==> src/rtl/lsc_pkg.sv <==
package lsc_pkg;

  // Frame geometry and arithmetic widths
  localparam int unsigned SAMPLE_BITS = 12;
  localparam int unsigned NUM_SENSORS = 8;
  localparam int unsigned READ_BITS   = SAMPLE_BITS + 1;
  localparam int unsigned PROD_BITS   = READ_BITS + 4;
  localparam int unsigned TOTAL_BITS  = READ_BITS + $clog2(NUM_SENSORS);
  localparam int unsigned WSUM_BITS   = READ_BITS + 5;
  localparam int unsigned SCALE_SHIFT = 10;
  localparam int unsigned DVD_BITS    = WSUM_BITS - 1 + SCALE_SHIFT;
  localparam int unsigned DIV_STEPS   = DVD_BITS;
  localparam int unsigned CNT_BITS    = $clog2(DIV_STEPS + 1);
  localparam int unsigned POS_BITS    = 14;

  typedef logic [READ_BITS-1:0]         read_t;
  typedef logic signed [PROD_BITS-1:0]  prod_t;

  typedef struct packed {
    logic [SAMPLE_BITS-1:0] sample_7;
    logic [SAMPLE_BITS-1:0] sample_6;
    logic [SAMPLE_BITS-1:0] sample_5;
    logic [SAMPLE_BITS-1:0] sample_4;
    logic [SAMPLE_BITS-1:0] sample_3;
    logic [SAMPLE_BITS-1:0] sample_2;
    logic [SAMPLE_BITS-1:0] sample_1;
    logic [SAMPLE_BITS-1:0] sample_0;
  } in_req_t;

  typedef struct packed {
    logic signed [POS_BITS-1:0] position;
    logic                       held;
  } out_req_t;

  // Handshake between sequencer and divider
  typedef struct packed {
    logic                start;
    logic [DVD_BITS-1:0] dividend;
    logic [TOTAL_BITS-1:0] divisor;
  } div_cmd_t;

  // Sensor weight: -7, -5, ... +7 from left to right
  function automatic prod_t sensor_weight(input int unsigned idx);
    sensor_weight = PROD_BITS'(2 * int'(idx) - 7);
  endfunction

endpackage

==> src/rtl/lsc_lane.sv <==
module lsc_lane
  import lsc_pkg::*;
#(
  parameter int unsigned LANE = 0
) (
  input  logic                   clk,
  input  logic                   load,
  input  logic                   dark,
  input  logic [SAMPLE_BITS-1:0] sample,
  output read_t                  read_out,
  output prod_t                  prod_out
);

  localparam prod_t WEIGHT = sensor_weight(LANE);

  read_t read_nxt;
  prod_t prod_nxt;
  read_t read_r;
  prod_t prod_r;

  // Invert for dark line, then weight
  always_comb begin
    if (dark) begin
      read_nxt = (READ_BITS'(1) << SAMPLE_BITS) - {1'b0, sample};
    end else begin
      read_nxt = {1'b0, sample};
    end
    prod_nxt = $signed({{(PROD_BITS - READ_BITS){1'b0}}, read_nxt}) * WEIGHT;
  end

  always_ff @(posedge clk) begin
    if (load) begin
      read_r <= read_nxt;
      prod_r <= prod_nxt;
    end
  end

  assign read_out = read_r;
  assign prod_out = prod_r;

endmodule

==> src/rtl/lsc_merge.sv <==
module lsc_merge
  import lsc_pkg::*;
(
  input  logic                                   clk,
  input  logic                                   load,
  input  read_t [NUM_SENSORS-1:0]                reads,
  input  prod_t [NUM_SENSORS-1:0]                prods,
  output logic [TOTAL_BITS-1:0]                  total,
  output logic signed [WSUM_BITS-1:0]            wsum
);

  logic [TOTAL_BITS-1:0]       total_nxt;
  logic signed [WSUM_BITS-1:0] wsum_nxt;
  logic [TOTAL_BITS-1:0]       total_r;
  logic signed [WSUM_BITS-1:0] wsum_r;

  // Add up plain and weighted readings of all lanes
  always_comb begin
    total_nxt = '0;
    wsum_nxt  = '0;
    for (int i = 0; i < NUM_SENSORS; i++) begin
      total_nxt = total_nxt + TOTAL_BITS'(reads[i]);
      wsum_nxt  = wsum_nxt + WSUM_BITS'(prods[i]);
    end
  end

  always_ff @(posedge clk) begin
    if (load) begin
      total_r <= total_nxt;
      wsum_r  <= wsum_nxt;
    end
  end

  assign total = total_r;
  assign wsum  = wsum_r;

endmodule

==> src/rtl/lsc_div.sv <==
module lsc_div
  import lsc_pkg::*;
(
  input  logic                clk,
  input  logic                rst_n,
  input  div_cmd_t            cmd,
  output logic                done,
  output logic [POS_BITS-1:0] quotient
);

  logic [TOTAL_BITS-1:0] rem_r;
  logic [DVD_BITS-1:0]   quo_r;
  logic [TOTAL_BITS-1:0] dvs_r;
  logic [CNT_BITS-1:0]   cnt_r;
  logic                  done_r;

  logic [TOTAL_BITS:0]   trial;
  logic [TOTAL_BITS:0]   diff;
  logic                  fits;

  // One restoring step: shift in a dividend bit, subtract if it fits
  always_comb begin
    trial = {rem_r, quo_r[DVD_BITS-1]};
    diff  = trial - {1'b0, dvs_r};
    fits  = trial >= {1'b0, dvs_r};
  end

  // Control: step counter and completion pulse
  always_ff @(posedge clk) begin
    if (!rst_n) begin
      cnt_r  <= '0;
      done_r <= 1'b0;
    end else if (cmd.start) begin
      cnt_r  <= CNT_BITS'(DIV_STEPS);
      done_r <= 1'b0;
    end else begin
      done_r <= (cnt_r == CNT_BITS'(1));
      if (cnt_r != '0) begin
        cnt_r <= cnt_r - CNT_BITS'(1);
      end
    end
  end

  // Datapath: remainder and quotient shift register
  always_ff @(posedge clk) begin
    if (cmd.start) begin
      rem_r <= '0;
      quo_r <= cmd.dividend;
      dvs_r <= cmd.divisor;
    end else if (cnt_r != '0) begin
      rem_r <= fits ? diff[TOTAL_BITS-1:0] : trial[TOTAL_BITS-1:0];
      quo_r <= {quo_r[DVD_BITS-2:0], fits};
    end
  end

  assign done     = done_r;
  assign quotient = quo_r[POS_BITS-1:0];

endmodule

==> src/rtl/line_sensor_centroid_core.sv <==
// Line position from one frame of eight sensor readings, as the weighted
// centroid times 1024 (signed, truncated toward zero). A frame is taken when
// in_valid and in_ready are both high; the block works on one frame at a time.
// The eight lanes invert and weight the readings as the frame is taken, then
// the merge adds them up, a setup state starts the divide, the serial divider
// makes one quotient bit per cycle, the sign is applied and the result loads
// the output register, after which the next frame can be taken. A frame whose
// readings sum to zero skips the divider and repeats the last position with
// held set. The output register lets the next frame enter while a result
// still waits for out_ready.
// cfg_wdata selects dark-line-on-light mode (reset 1). The user must write it
// only while no frame is in progress; the block itself does not enforce this.
module line_sensor_centroid_core
  import lsc_pkg::*;
(
  input  logic     clk,
  input  logic     rst_n,
  input  logic     in_valid,
  output logic     in_ready,
  input  in_req_t  in_data,
  output logic     out_valid,
  input  logic     out_ready,
  output out_req_t out_data,
  input  logic     cfg_we,
  input  logic     cfg_wdata
);

  localparam logic [2:0] S_IDLE  = 3'd0;
  localparam logic [2:0] S_SUM   = 3'd1;
  localparam logic [2:0] S_START = 3'd2;
  localparam logic [2:0] S_DIV   = 3'd3;
  localparam logic [2:0] S_DONE  = 3'd4;

  logic [2:0]                 state_r, state_nxt;
  logic                       dark_r;
  logic signed [POS_BITS-1:0] last_pos_r;
  logic signed [POS_BITS-1:0] res_pos_r;
  logic                       res_held_r;
  logic                       neg_r;
  logic                       out_valid_r, out_valid_nxt;
  out_req_t                   out_data_r;

  logic                         in_acc;
  logic                         out_load;
  logic [SAMPLE_BITS-1:0]       samples [NUM_SENSORS];
  read_t [NUM_SENSORS-1:0]      reads;
  prod_t [NUM_SENSORS-1:0]      prods;
  logic [TOTAL_BITS-1:0]        total;
  logic signed [WSUM_BITS-1:0]  wsum;
  logic [WSUM_BITS-2:0]         wmag;
  div_cmd_t                     div_cmd;
  logic                         div_done;
  logic [POS_BITS-1:0]          div_quo;

  assign in_ready = (state_r == S_IDLE);
  assign in_acc   = in_valid && in_ready;
  assign out_load = (state_r == S_DONE) && (!out_valid_r || out_ready);

  assign samples[0] = in_data.sample_0;
  assign samples[1] = in_data.sample_1;
  assign samples[2] = in_data.sample_2;
  assign samples[3] = in_data.sample_3;
  assign samples[4] = in_data.sample_4;
  assign samples[5] = in_data.sample_5;
  assign samples[6] = in_data.sample_6;
  assign samples[7] = in_data.sample_7;

  // Eight weighting lanes
  for (genvar g = 0; g < NUM_SENSORS; g++) begin : g_lane
    lsc_lane #(.LANE(g)) u_lane (
      .clk      (clk),
      .load     (in_acc),
      .dark     (dark_r),
      .sample   (samples[g]),
      .read_out (reads[g]),
      .prod_out (prods[g])
    );
  end

  lsc_merge u_merge (
    .clk   (clk),
    .load  (state_r == S_SUM),
    .reads (reads),
    .prods (prods),
    .total (total),
    .wsum  (wsum)
  );

  // Magnitude of weighted sum, scaled by 1024, goes to the divider
  always_comb begin
    wmag             = wsum[WSUM_BITS-1] ? (WSUM_BITS-1)'(-wsum) : (WSUM_BITS-1)'(wsum);
    div_cmd.start    = (state_r == S_START) && (total != '0);
    div_cmd.dividend = {wmag, {SCALE_SHIFT{1'b0}}};
    div_cmd.divisor  = total;
  end

  lsc_div u_div (
    .clk      (clk),
    .rst_n    (rst_n),
    .cmd      (div_cmd),
    .done     (div_done),
    .quotient (div_quo)
  );

  // Sequence one frame through lanes, merge and divider
  always_comb begin
    state_nxt = state_r;
    unique case (state_r)
      S_IDLE:  if (in_acc) state_nxt = S_SUM;
      S_SUM:   state_nxt = S_START;
      S_START: state_nxt = (total == '0) ? S_DONE : S_DIV;
      S_DIV:   if (div_done) state_nxt = S_DONE;
      S_DONE:  if (out_load) state_nxt = S_IDLE;
      default: state_nxt = S_IDLE;
    endcase
  end

  always_comb begin
    out_valid_nxt = out_valid_r;
    if (out_load) begin
      out_valid_nxt = 1'b1;
    end else if (out_ready) begin
      out_valid_nxt = 1'b0;
    end
  end

  // Control state and kept position
  always_ff @(posedge clk) begin
    if (!rst_n) begin
      state_r     <= S_IDLE;
      dark_r      <= 1'b1;
      last_pos_r  <= '0;
      out_valid_r <= 1'b0;
    end else begin
      state_r     <= state_nxt;
      out_valid_r <= out_valid_nxt;
      if (cfg_we) begin
        dark_r <= cfg_wdata;
      end
      if (out_load && !res_held_r) begin
        last_pos_r <= res_pos_r;
      end
    end
  end

  // Result capture and output register
  always_ff @(posedge clk) begin
    if (state_r == S_START) begin
      neg_r      <= wsum[WSUM_BITS-1];
      res_pos_r  <= last_pos_r;
      res_held_r <= (total == '0);
    end else if (state_r == S_DIV && div_done) begin
      res_pos_r  <= neg_r ? -$signed(div_quo) : $signed(div_quo);
    end
    if (out_load) begin
      out_data_r.position <= res_pos_r;
      out_data_r.held     <= res_held_r;
    end
  end

  assign out_valid = out_valid_r;
  assign out_data  = out_data_r;

endmodule

==> config.mk <==
export PLATFORM = sky130hd
export DESIGN_NAME = line_sensor_centroid_core
export DESIGN_NICKNAME = d
export VERILOG_FILES = /design/src/rtl/lsc_pkg.sv /design/src/rtl/lsc_lane.sv /design/src/rtl/lsc_merge.sv /design/src/rtl/lsc_div.sv /design/src/rtl/line_sensor_centroid_core.sv
export SDC_FILE = /design/constraint.sdc
export NUM_CORES = 1
export LEC_CHECK = 0
export BUFFER_PORTS_ARGS = -buffer_cell sky130_fd_sc_hd__buf_2
export CAP_MARGIN = 20
export CORE_MARGIN = 2
export CORE_UTILIZATION = 50
export CTS_CLUSTER_DIAMETER = 120
export DETAILED_ROUTE_END_ITERATION = 7
export PLACE_DENSITY_LB_ADDON = 0.08
export SETUP_SLACK_MARGIN = 0.5
export SLEW_MARGIN = 20
export SYNTH_ARGS = -nofsm -noshare
export SYNTH_HDL_FRONTEND = slang
export SYNTH_SLANG_ARGS = --single-unit
==> constraint.sdc <==
create_clock -name clk -period 12.7 [get_ports clk]
set_clock_uncertainty 0.15 [all_clocks]
set_input_delay 1.27 -clock clk [delete_from_list [all_inputs] [get_ports clk]]
set_output_delay 1.27 -clock clk [all_outputs]
set_load 0.005 [all_outputs]
== After elaboration in Yosys (flattened, before gate mapping) ==
Index checks and enable logic that the tools add are counted.

* Register bits after elaboration: 368
* Bits in latches: 0
* RAM bits: 0
* Memory bits (read-only): 0
* Output and inout port bits: 17
* Logic and storage cells: 118
* Memories kept: 0

* Add/subtract/negate cells: 27
* Multiply operators: 6
* Divide/modulo/power cells: 0
* $lt $le $gt $ge: 1
* Equal/unequal tests: 8
* Shifts and indexed selects: 0
* Multiplexer cells: 24
* Bitwise logic cells: 1
* Reductions and logical operators: 17

{| class="wikitable"
|+ Operator list
! operator !! count
|-
| subtractor 13 x 12 -> 13 bit, first input constant || 8
|-
| adder 16 x 13 -> 16 bit || 6
|-
| 2-to-1 mux 13 bit || 7
|-
| adder 18 x 17 -> 18 bit || 4
|-
| 2-to-1 mux 27 bit || 2
|-
| 2-to-1 mux 14 bit || 3
|-
| multiplier 14 x 4 -> 17 bit, second input constant || 2
|-
| multiplier 13 x 3 -> 16 bit, second input constant || 2
|-
| adder 17 x 17 -> 18 bit || 1
|-
| adder 18 x 14 -> 18 bit || 1
|-
| adder 18 x 16 -> 18 bit || 1
|-
| greater-or-equal comparator 17 x 16 -> 1 bit || 1
|-
| multiplier 14 x 3 -> 17 bit, second input constant || 1
|-
| 2-to-1 mux 17 bit || 1
|-
| negator 13 -> 17 bit || 1
|-
| negator 17 bit || 1
|-
| logical NOT 16 bit || 1
|-
| 2-to-1 mux 16 bit || 1
|-
| nonzero test 16 bit || 1
|-
| subtractor 16 bit || 1
|-
| multiplier 13 x 2 -> 15 bit, second input constant || 1
|-
| case mux 3 bit (5 select lines) || 1
|-
| adder 13 x 13 -> 14 bit || 1
|-
| negator 14 bit || 1
|-
| 20 further kinds || 34
|}

== Longest topological paths before layout ==
Gate-level depths: netlist of run 1.

* Word-level depth: 7
* Gate-level depth with buffers: 24

== By module ==
From an unflattened synthesis of run 1, not the netlist that was laid out.

* Cell total of the unflattened synthesis: 2729
* Area, all modules: 28660.0 um2

{| class="wikitable"
|+ By module, submodules not included
! module !! times used !! cells each !! area each (um2) !! seq. area each (um2)
|-
| lsc_merge || 1 || 773 || 7350.8 || 1021.0
|-
| lsc_div || 1 || 345 || 3709.8 || 1731.7
|-
| lsc_lane at g_lane[1].u_lane || 1 || 247 || 2605.0 || 870.8
|-
| line_sensor_centroid_core || 1 || 229 || 2483.6 || 1311.3
|-
| lsc_lane at g_lane[2].u_lane || 1 || 219 || 2248.4 || 840.8
|-
| lsc_lane at g_lane[7].u_lane || 1 || 207 || 2203.4 || 840.8
|-
| lsc_lane at g_lane[5].u_lane || 1 || 207 || 2034.5 || 810.8
|-
| lsc_lane at g_lane[0].u_lane || 1 || 163 || 1889.3 || 810.8
|-
| lsc_lane at g_lane[6].u_lane || 1 || 142 || 1726.7 || 810.8
|-
| lsc_lane at g_lane[3].u_lane || 1 || 131 || 1611.5 || 870.8
|-
| lsc_lane at g_lane[4].u_lane || 1 || 66 || 797.0 || 390.4
|}

== Worst setup path after synthesis of run 1 ==
No wires, ideal clock.

* Path kind: input port to flip-flop
* Start point: input in_valid
* End point: register g_lane[0].u_lane.prod_r[0] (enable)
* Library setup time: 594 ps
* Arrival: 5986 ps
* Data required time: 11956 ps
* Setup slack: 5971 ps
* Cell stages on the path: 1
* Cell sequence: and2_1

* Cells in the longest elaborated chain, start to end: 1

{| class="wikitable"
|+ Ends and longest elaborated chain
! element !! RTL line !! source
|-
| from (decl) || line_sensor_centroid_core.sv:18 || <nowiki>input logic in_valid,</nowiki>
|-
| logical AND 1 bit || line_sensor_centroid_core.sv:56 || <nowiki>assign in_acc = in_valid && in_ready;</nowiki>
|-
| to (signal assigned) || lsc_lane.sv:34 || <nowiki>prod_r <= prod_nxt;</nowiki>
|-
| to (decl) || lsc_lane.sv:19 || <nowiki>prod_t prod_r;</nowiki>
|}

Every way passes these cells.
A chain may end at the register's enable or synchronous reset.

==> results of run 1 <==
[routing by layer]
layer,up-vias,global-route usage [%],wire (um)
li1,8125,-,-
met1,8126,27.8,25000
met2,328,40.6,30200
met3,102,2.86,1960
met4,4,9.35,2300
met5,-,0,25
[critical path, stage by stage, from the launching register on]
cell and delay [ps]:
edfxtp_1 440, ha_1 330, a21o_1 180, a21oi_2 170, nor2b_1 80, o31a_1 310
o21a_1 200, nor2_1 120, xnor2_1 110, fa_1 500, inv_1 60, fa_1 510
fa_1 510, fa_1 510, inv_1 40, ha_1 360, a21o_1 210, a21o_1 170
a21o_1 180, a21oi_1 210, o21ai_1 140, a21o_1 190, a21oi_1 180, xnor2_1 90
[state kept, by name (all words and copies together) (netlist names)]
signal / count
neg_r: 1
u_div.rem_r: 16
u_div.dvs_r: 16
u_merge.total: 16
res_held_r: 1
res_pos_r: 14
state_r: 3
u_merge.wsum: 18
u_div.cnt_r: 5
g_lane.u_lane.prod_out: 115
g_lane.u_lane.read_out: 93
u_div.quo_r: 27
out_valid: 1
u_div.done: 1
dark_r: 1
last_pos_r: 14
out_data: 15
[worst min-delay path by stage]
stage	to	slack, ps	cells after the start
floorplan	out_data[10]$_DFFE_PP_	280	0
CTS	u_div.dvs_r[4]$_DFFE_PP_	300	0
global placement	out_data[3]$_DFFE_PP_	280	0
detailed placement	out_data[1]$_DFFE_PP_	290	0
global route	u_div.dvs_r[6]$_DFFE_PP_	310	0
finish	out_data[14]$_DFFE_PP_	300	0
[cells by family (layout without fill, tap and decap cells)]
group | after synthesis | after routing
and+or+nand+nor | 468 | 468
DFF | 357 | 357
muxes | 27 | 27
adders and majority gates | 425 | 425
AOI/OAI and AO/OA | 396 | 396
buffers and inverters | 377 | 549
xor gates and xnor gates | 233 | 233
[final cells by class]
cell class              count  area share [%]
clock inverters            29            1.14
multi-input cells        1549            49.0
inverters                 337            4.44
flip-flops and latches    357            35.9
clock buffers              51            4.10
repair buffers            132            2.44
well taps                 672            2.95
[stage by stage]
| step | cell area [um2] | setup slack, ps | util (%) | instances | hold slack, ps |
|---|---|---|---|---|---|
| 3_3_place_gp | 27000 | 6580 | 53.6 | 3047 | 278 |
| 2_1_floorplan | 25600 | 5970 | - | 2283 | 276 |
| 6_report | 28500 | 6490 | 56.5 | 3127 | 301 |
| 3_5_place_dp | 27000 | 6490 | 53.6 | 3047 | 285 |
| 4_1_cts | 28500 | 6480 | 56.5 | 3127 | 297 |
| 5_1_grt | 28500 | 6200 | 56.5 | 3127 | 312 |
[layout by cell type, fill, tap and decap left out, types with 41 or more instances in the layout]
master     netlist  routed
inv_1          336     336
edfxtp_1       306     306
ha_1           240     240
fa_1           185     185
xnor2_1        165     165
nand2_1        142     142
buf_2            4     118
o21ai_0        106     106
a21oi_1         94      94
nor2_1          89      89
xor2_1          68      68
dfxtp_1         51      50
clkbuf_16        0      45
nor2b_1         41      41
==> run metrics, run 1 <==
Critical Path Start=g_lane[0].u_lane.prod_out[1]$_DFFE_PP_; final number of max-transition violations=0; H-Tree Level Count=2; area of the multi-input gates=14000 um2; Buffers on Ports=118; io pins=119; status=completed; area share of the largest cell type after synthesis=35.9%; Max Clock Freq=161 MHz; setup bufs post-CTS=0; setup tns final=0 ps; Final HPWL DP=48.0 mm; Core Area=50400 um2; first-iteration detailed-routing DRC count=906; wire length of the first global-routing pass=92.6 mm; ys async rst share=0%; full die area=53000 um2; first-pass detailed-route iteration total=5; worst-path fanout max=5; simple-gate share of the synthesized area=9.33%; Synth Area in Compound Gates=9.94%; commonest cells in the netlist=inv_1, edfxtp_1, ha_1; post-synthesis cell type count=87; Fillers=4288; num rows=82; worst skew pair latency=580 ps; number of synthesized register bits=357; post_cts resized=0; initial core utilization=50.8%; CTS tree=built; Via density=5.34; xor/xnor cell area share of the yosys netlist=7.97%; Net Count, Synth=2810; DRC viols=0; Reg clk slew, reported paths=60 ps; Hold/Removal Path Class=reg2reg; Tot GR Track Use=22.8%; final period utilization=48.9%; Chip Height=230 um; Synth area leader=edfxtp_1; GP Congestion=0.900; root buffer cell=clkbuf_16; number of buffers created by CTS=43; initial antenna violation count=2; Final Hold Viols=0; Clock Path Buffers=3; clock sink count=357; CP Capture Point=u_merge.total[14]$_DFFE_PP_; Crit Path Class=reg2reg; top cells by area, synth=edfxtp_1, fa_1, ha_1; Area Growth Syn to Fin=11.2%; post-route minimum period=6210 ps; Synth Area in Adders=26.2%; Slew headroom=28.7%; hold buffer count at cts=0; ANT cells=0; Final Net Count=2947; top-count cell post-synth=inv_1; Post-Synthesis Cells=2283; Startpoint Class=flop; number of synthesized flops with an enable pin=306; Synth Cell Area=25600 um2; vias=16700; largest net degree at the start of global routing=73; mean area per synthesized cell=11.2 um2; Critical Path AT=6370 ps; Synthesis Warnings=0; register area=10200 um2; Slew @ Worst Pin=1070 ps; Detailed Route WL=59.5 mm; Seq/Total Area, Yosys=39.9%; RSZ-0062 raised after global routing=no; reg-to-reg slack, setup=6490 ps; Critical Path RT=12860 ps; drt wl/cell=19.0 um; fraction of layout cells with a size suffix above 1=9.98%; Reg2Reg Depth=23; die width=230 um; combinational family with the most area after synthesis=adder cells; Final ANT Viol Nets=0; Worst Min Path Start=res_pos_r[13]$_DFFE_PP_; final setup fails=0; post-synthesis mux area share=1.08%; Crit Reg-Reg Startpoint=g_lane[0].u_lane.prod_out[1]$_DFFE_PP_; vias in the first global route=17300; Max Cap Viol=0; Worst setup EP type=flop; worst r2r dst=u_merge.total[14]$_DFFE_PP_; Primary FF master, synth=edfxtp_1; total grt overflow=0
Power of run 1 is not shown: default switching activity piles up to over one toggle a cycle in this logic, so the estimate is an artifact.
==> run 2, diff against run 1 <==
- ABC_AREA: unset -> 1
- clock period: 12.7 -> 6.3 ns (I/O delays scaled with it)
==> run metrics, run 2 <==
ys async rst share=0%; Critical Path RT=6480 ps; Reg2Reg Depth=22; Synth area leader=edfxtp_1; H-Tree Level Count=2; CTS tree=built; final number of max-transition violations=0; DRC viols=0; Chip Height=233 um; Crit Path Class=reg2reg; full die area=54100 um2; Startpoint Class=flop; mean area per synthesized cell=9.89 um2; Clock Path Buffers=3; RSZ-0062 raised after global routing=no; io pins=119; Seq/Total Area, Yosys=39.0%; most frequent cells in the layout=inv_1, nand2_1, edfxtp_1, ha_1, fa_1; clock sink count=357; initial antenna violation count=0; Largest register FFs=115; Final HPWL DP=54.3 mm; Core Area=51500 um2; Critical Path AT=5620 ps; root buffer cell=clkbuf_16; Hold/Removal Path Class=in2reg; Net Count, Synth=3170; GR Util met1=31.5%; Via density=5.22; commonest non-fill, non-tap cell in the layout=inv_1; Crit Reg-Reg Startpoint=g_lane[1].u_lane.prod_out[0]$_DFFE_PP_; Hold Path Stages=2; worst skew pair latency=580 ps; Buffers on Ports=118; Final ANT Viol Nets=0; Max Cap Viol=0; reg-to-reg slack, setup=860 ps; final period utilization=86.4%; slowest cell on the critical path=fa_1; worst r2r dst=u_merge.total[13]$_DFFE_PP_; Post-Synthesis Cells=2643; top-count cell post-synth=inv_1; worst-path fanout max=5; Worst setup EP type=flop; vias in the first global route=18600; top cells by area, synth=edfxtp_1, fa_1, ha_1; Final Net Count=3316; vias=18300; Fillers=4523; Max Clock Freq=184 MHz; setup tns final=0 ps; initial core utilization=50.8%; Tot GR Track Use=25.2%; commonest cells in the netlist=inv_1, nand2_1, edfxtp_1; Worst Min Path Start=cfg_we; Slew headroom=37.5%; Area Growth Syn to Fin=11.4%; met2 Usage GRT=45.9%; Slew @ Worst Pin=929 ps; final setup fails=0; Final Hold Viols=0; post-route minimum period=5440 ps; wire length of the first global-routing pass=103 mm; met3 Usage GRT=2.49%; die width=233 um; cell breakdown of the critical path=ha_1 > inv_1 > fa_2 > o21ai_2 > a21boi_2 > o21ai_2 > a21oi_1 > xor2_1 > inv_1 > fa_1 > inv_1 > fa_1 > fa_1 > fa_1 > inv_1 > ha_1 > a21oi_1 > o21ai_0 > o21bai_1 > nand3_1 > nand2_1 > xor2_1; num rows=83; area share of the largest cell type after synthesis=35.1%; status=completed; drt wl/cell=19.0 um; GP Congestion=0.941; hold endpoint=dark_r$_SDFFE_PN1P_; fraction of layout cells with a size suffix above 1=9.18%; Synthesis Warnings=0; Cell Area, Placed=27600 um2; number of buffers created by CTS=43; worst stage delay on the critical path=520 ps; first-pass detailed-route iteration total=6; number of synthesized flops with an enable pin=306; Reg clk slew, reported paths=60 ps; largest net degree at the start of global routing=115; Synth Cell Area=26200 um2; number of synthesized register bits=357; Final Instance Area=29100 um2; total grt overflow=0; first-iteration detailed-routing DRC count=1119; Primary FF master, synth=edfxtp_1; Detailed Route WL=66.4 mm; post-synthesis cell type count=53; gr busiest metal=met2
-- run 2: cell types whose count changed after synthesis, sizes merged, moves of 23 or more --
cell    delta
xor2      +99
a21o      -24
nand2b    -35
nor2      +71
nor2b     -42
o31ai     -23
nand3     +89
o21ai     +25
nand2    +234
mux2i     -25
xnor2    -117
inv      +165
-- run 2: worst max-delay path by stage --
stage                                                 startpoint                                      to  slack, ps  depth (start not counted)
after floorplan                                         in_valid  g_lane[0].u_lane.prod_out[0]$_DFFE_PP_        160                          2
after global placement    g_lane[0].u_lane.prod_out[0]$_DFFE_PP_             u_merge.total[13]$_DFFE_PP_        600                         22
after detailed placement  g_lane[1].u_lane.prod_out[0]$_DFFE_PP_             u_merge.total[13]$_DFFE_PP_        550                         22
after CTS                 g_lane[1].u_lane.prod_out[0]$_DFFE_PP_             u_merge.total[13]$_DFFE_PP_        560                         22
after global routing      g_lane[0].u_lane.read_out[3]$_DFFE_PP_             u_merge.total[13]$_DFFE_PP_        480                         21
final                     g_lane[1].u_lane.prod_out[0]$_DFFE_PP_             u_merge.total[13]$_DFFE_PP_        860                         22
-- run 2: logic make-up (layout without fill, tap and decap cells) --
family	Yosys count	in the layout	synth area share, %
AND/OR/NAND/NOR	768	768	13.1
buffers and inverters	541	718	7.91
AO/OA/AOI/OAI	337	337	7.12
other	0	1	0
flip-flops	357	357	39.0
XOR/XNOR	215	215	7.23
adder cells (fa/ha/maj)	425	425	25.6
-- run 2: repair_timing --
action	in CTS	in global routing
setup endpoints to repair	0	6
hold buffers	0	0
resized for setup	0	6
buffers inserted	0	2
-- run 2: routing by layer --
metal / vias up / wire (um)
met5: - / 0
met1: 8807 / 27300
li1: 8967 / -
met3: 96 / 2680
met4: 0 / 1890
met2: 395 / 34500
-- run 2: critical path: cells and delay by family (launching register included) --
| kind | cells | cell delay (ps) |
|---|---|---|
| buf+inv | 4 | 230 |
| flops | 1 | 390 |
| xor+xnor | 2 | 290 |
| fa+ha+maj | 7 | 2890 |
| compound gates | 7 | 1090 |
| simple gates | 2 | 150 |
-- run 2: through the flow --
| stage | util [%] | hold slack (ps) | setup WS (ps) | cells |
|---|---|---|---|---|
| after floorplan | - | 274 | 164 | 2643 |
| after global placement | 53.6 | 287 | 598 | 3422 |
| after detailed placement | 53.6 | 288 | 547 | 3422 |
| after CTS | 56.5 | 75.1 | 560 | 3498 |
| after global routing | 56.6 | 106 | 479 | 3500 |
| final | 56.6 | 97.4 | 859 | 3501 |
-- run 2: area by class of cell --
cell class                      instances  area [um2]  share of cell area [%]
Antenna cell                            1        2.50                 0.00859
Clock buffer                           53        1150                    3.96
Clock inverter                         23         354                    1.22
Inverter                              505        1900                    6.51
Multi-Input combinational cell       1745       13900                    47.7
Sequential cell                       357       10200                    35.0
Tap cell                              680         851                    2.92
Timing Repair Buffer                  137         758                    2.60
Power of run 2 is left out for the same reason.
==> run 3, diff against run 2 <==
- REMOVE_ABC_BUFFERS: unset -> 1
==> run metrics, run 3 (synthesis results as in run 2) <==
die width=233 um; final setup fails=0; Max Cap Viol=0; Clock Path Buffers=3; Hold/Removal Path Class=in2reg; num rows=83; total grt overflow=0; largest net degree at the start of global routing=160; final period utilization=88.1%; Final HPWL DP=54.3 mm; first-pass detailed-route iteration total=5; Final Hold Viols=0; Buffers on Ports=118; Chip Height=233 um; root buffer cell=clkbuf_16; vias in the first global route=18400; Via density=5.24; wire length of the first global-routing pass=102 mm; DRC viols=0; Critical Path RT=6480 ps; worst skew pair latency=580 ps; most frequent cells in the layout=inv_1, nand2_1, edfxtp_1, ha_1, fa_1; GP Congestion=0.950; number of buffers created by CTS=42; Final Net Count=3311; Reg clk slew, reported paths=60 ps; first-iteration detailed-routing DRC count=1167; Startpoint Class=flop; Max Clock Freq=180 MHz; post-route minimum period=5550 ps; io pins=119; full die area=54100 um2; Slew headroom=35.1%; final number of max-transition violations=0; hold buffer count at cts=0; worst-path fanout max=5; drt wl/cell=19.0 um; commonest non-fill, non-tap cell in the layout=inv_1; RSZ-0062 raised after global routing=no; Core Area=51500 um2; Crit Path Class=reg2reg; status=completed; Worst setup EP type=flop; vias=18300; H-Tree Level Count=2; Area Growth Syn to Fin=10.9%; Largest register FFs=115; Tot GR Track Use=25.0%; initial core utilization=50.8%; CTS tree=built; Final ANT Viol Nets=0; fraction of layout cells with a size suffix above 1=9.08%; initial antenna violation count=1; Critical Path AT=5730 ps; Detailed Route WL=66.5 mm; Slew @ Worst Pin=973 ps; clock sink count=357; fin util=56.3%
run 3: changes by cell type in the layout (fill, tap and decap cells not counted), sizes merged:
cell	delta
clkinv	+7
clkinvlp	+3
inv	-1
clkbuf	-2
bufinv	-5
buf	-4
run 3: critical path, cell delays in order (launching register included):
cell,delay [ps]
edfxtp_1,380
ha_1,190
inv_1,60
fa_1,410
o21ai_2,200
a21boi_1,120
o21ai_1,220
a21oi_1,110
xor2_1,150
inv_1,70
fa_1,470
inv_1,60
fa_1,500
fa_1,510
fa_1,510
inv_1,40
ha_1,350
a21oi_1,170
o21ai_0,120
o21bai_2,220
nand3_1,80
nand2_1,60
xor2_1,140
run 3: area by class of cell:
| class | instances | area, um2 |
|---|---|---|
| flip-flops and latches | 357 | 10200 |
| well taps | 680 | 851 |
| fillers | 4639 | 22500 |
| multi-input cells | 1745 | 13900 |
| clock buffers | 51 | 1160 |
| clock inverters | 27 | 264 |
| repair buffers | 133 | 716 |
| diodes | 1 | 2.50 |
| inverters | 505 | 1900 |
run 3: final timing paths:
path                                           from                          end  slack [ps]  cells past startpoint
max          g_lane[0].u_lane.prod_out[0]$_DFFE_PP_  u_merge.total[13]$_DFFE_PP_         750                     22
min                                          cfg_we          dark_r$_SDFFE_PN1P_          80                      2
max reg2reg  g_lane[0].u_lane.prod_out[0]$_DFFE_PP_  u_merge.total[13]$_DFFE_PP_         750                     22
min reg2reg                  res_pos_r[6]$_DFFE_PP_        out_data[7]$_DFFE_PP_         290                      0
run 3: routing by layer:
metal	routed length, um	global-route usage, %	share of wire, %
met1	28500	31.6	43
met2	33700	45.0	51
met3	2610	3.13	3.9
met4	1700	6.83	2.6
met5	0	0	0
run 3: what timing repair did:
| action | 4_1_cts | 5_1_grt |
|---|---|---|
| setup endpoints to repair | 0 | 5 |
| buffers inserted | 0 | 1 |
| resized for setup | 0 | 4 |
| hold endpoints to repair | 0 | 0 |
run 3: through the flow:
step	setup WS (ps)	hold slack (ps)	setup TNS [ps]	cells	instance area [um2]
6_report	750	83.1	0	3499	29000
5_1_grt	499	82.5	0	3498	29000
4_1_cts	591	62.0	0	3497	29000
3_5_place_dp	611	287	0	3419	27600
3_3_place_gp	647	285	0	3419	27600
2_1_floorplan	-9460	277	-1968340	2607	26000
Power of run 3 is left out for the same reason.
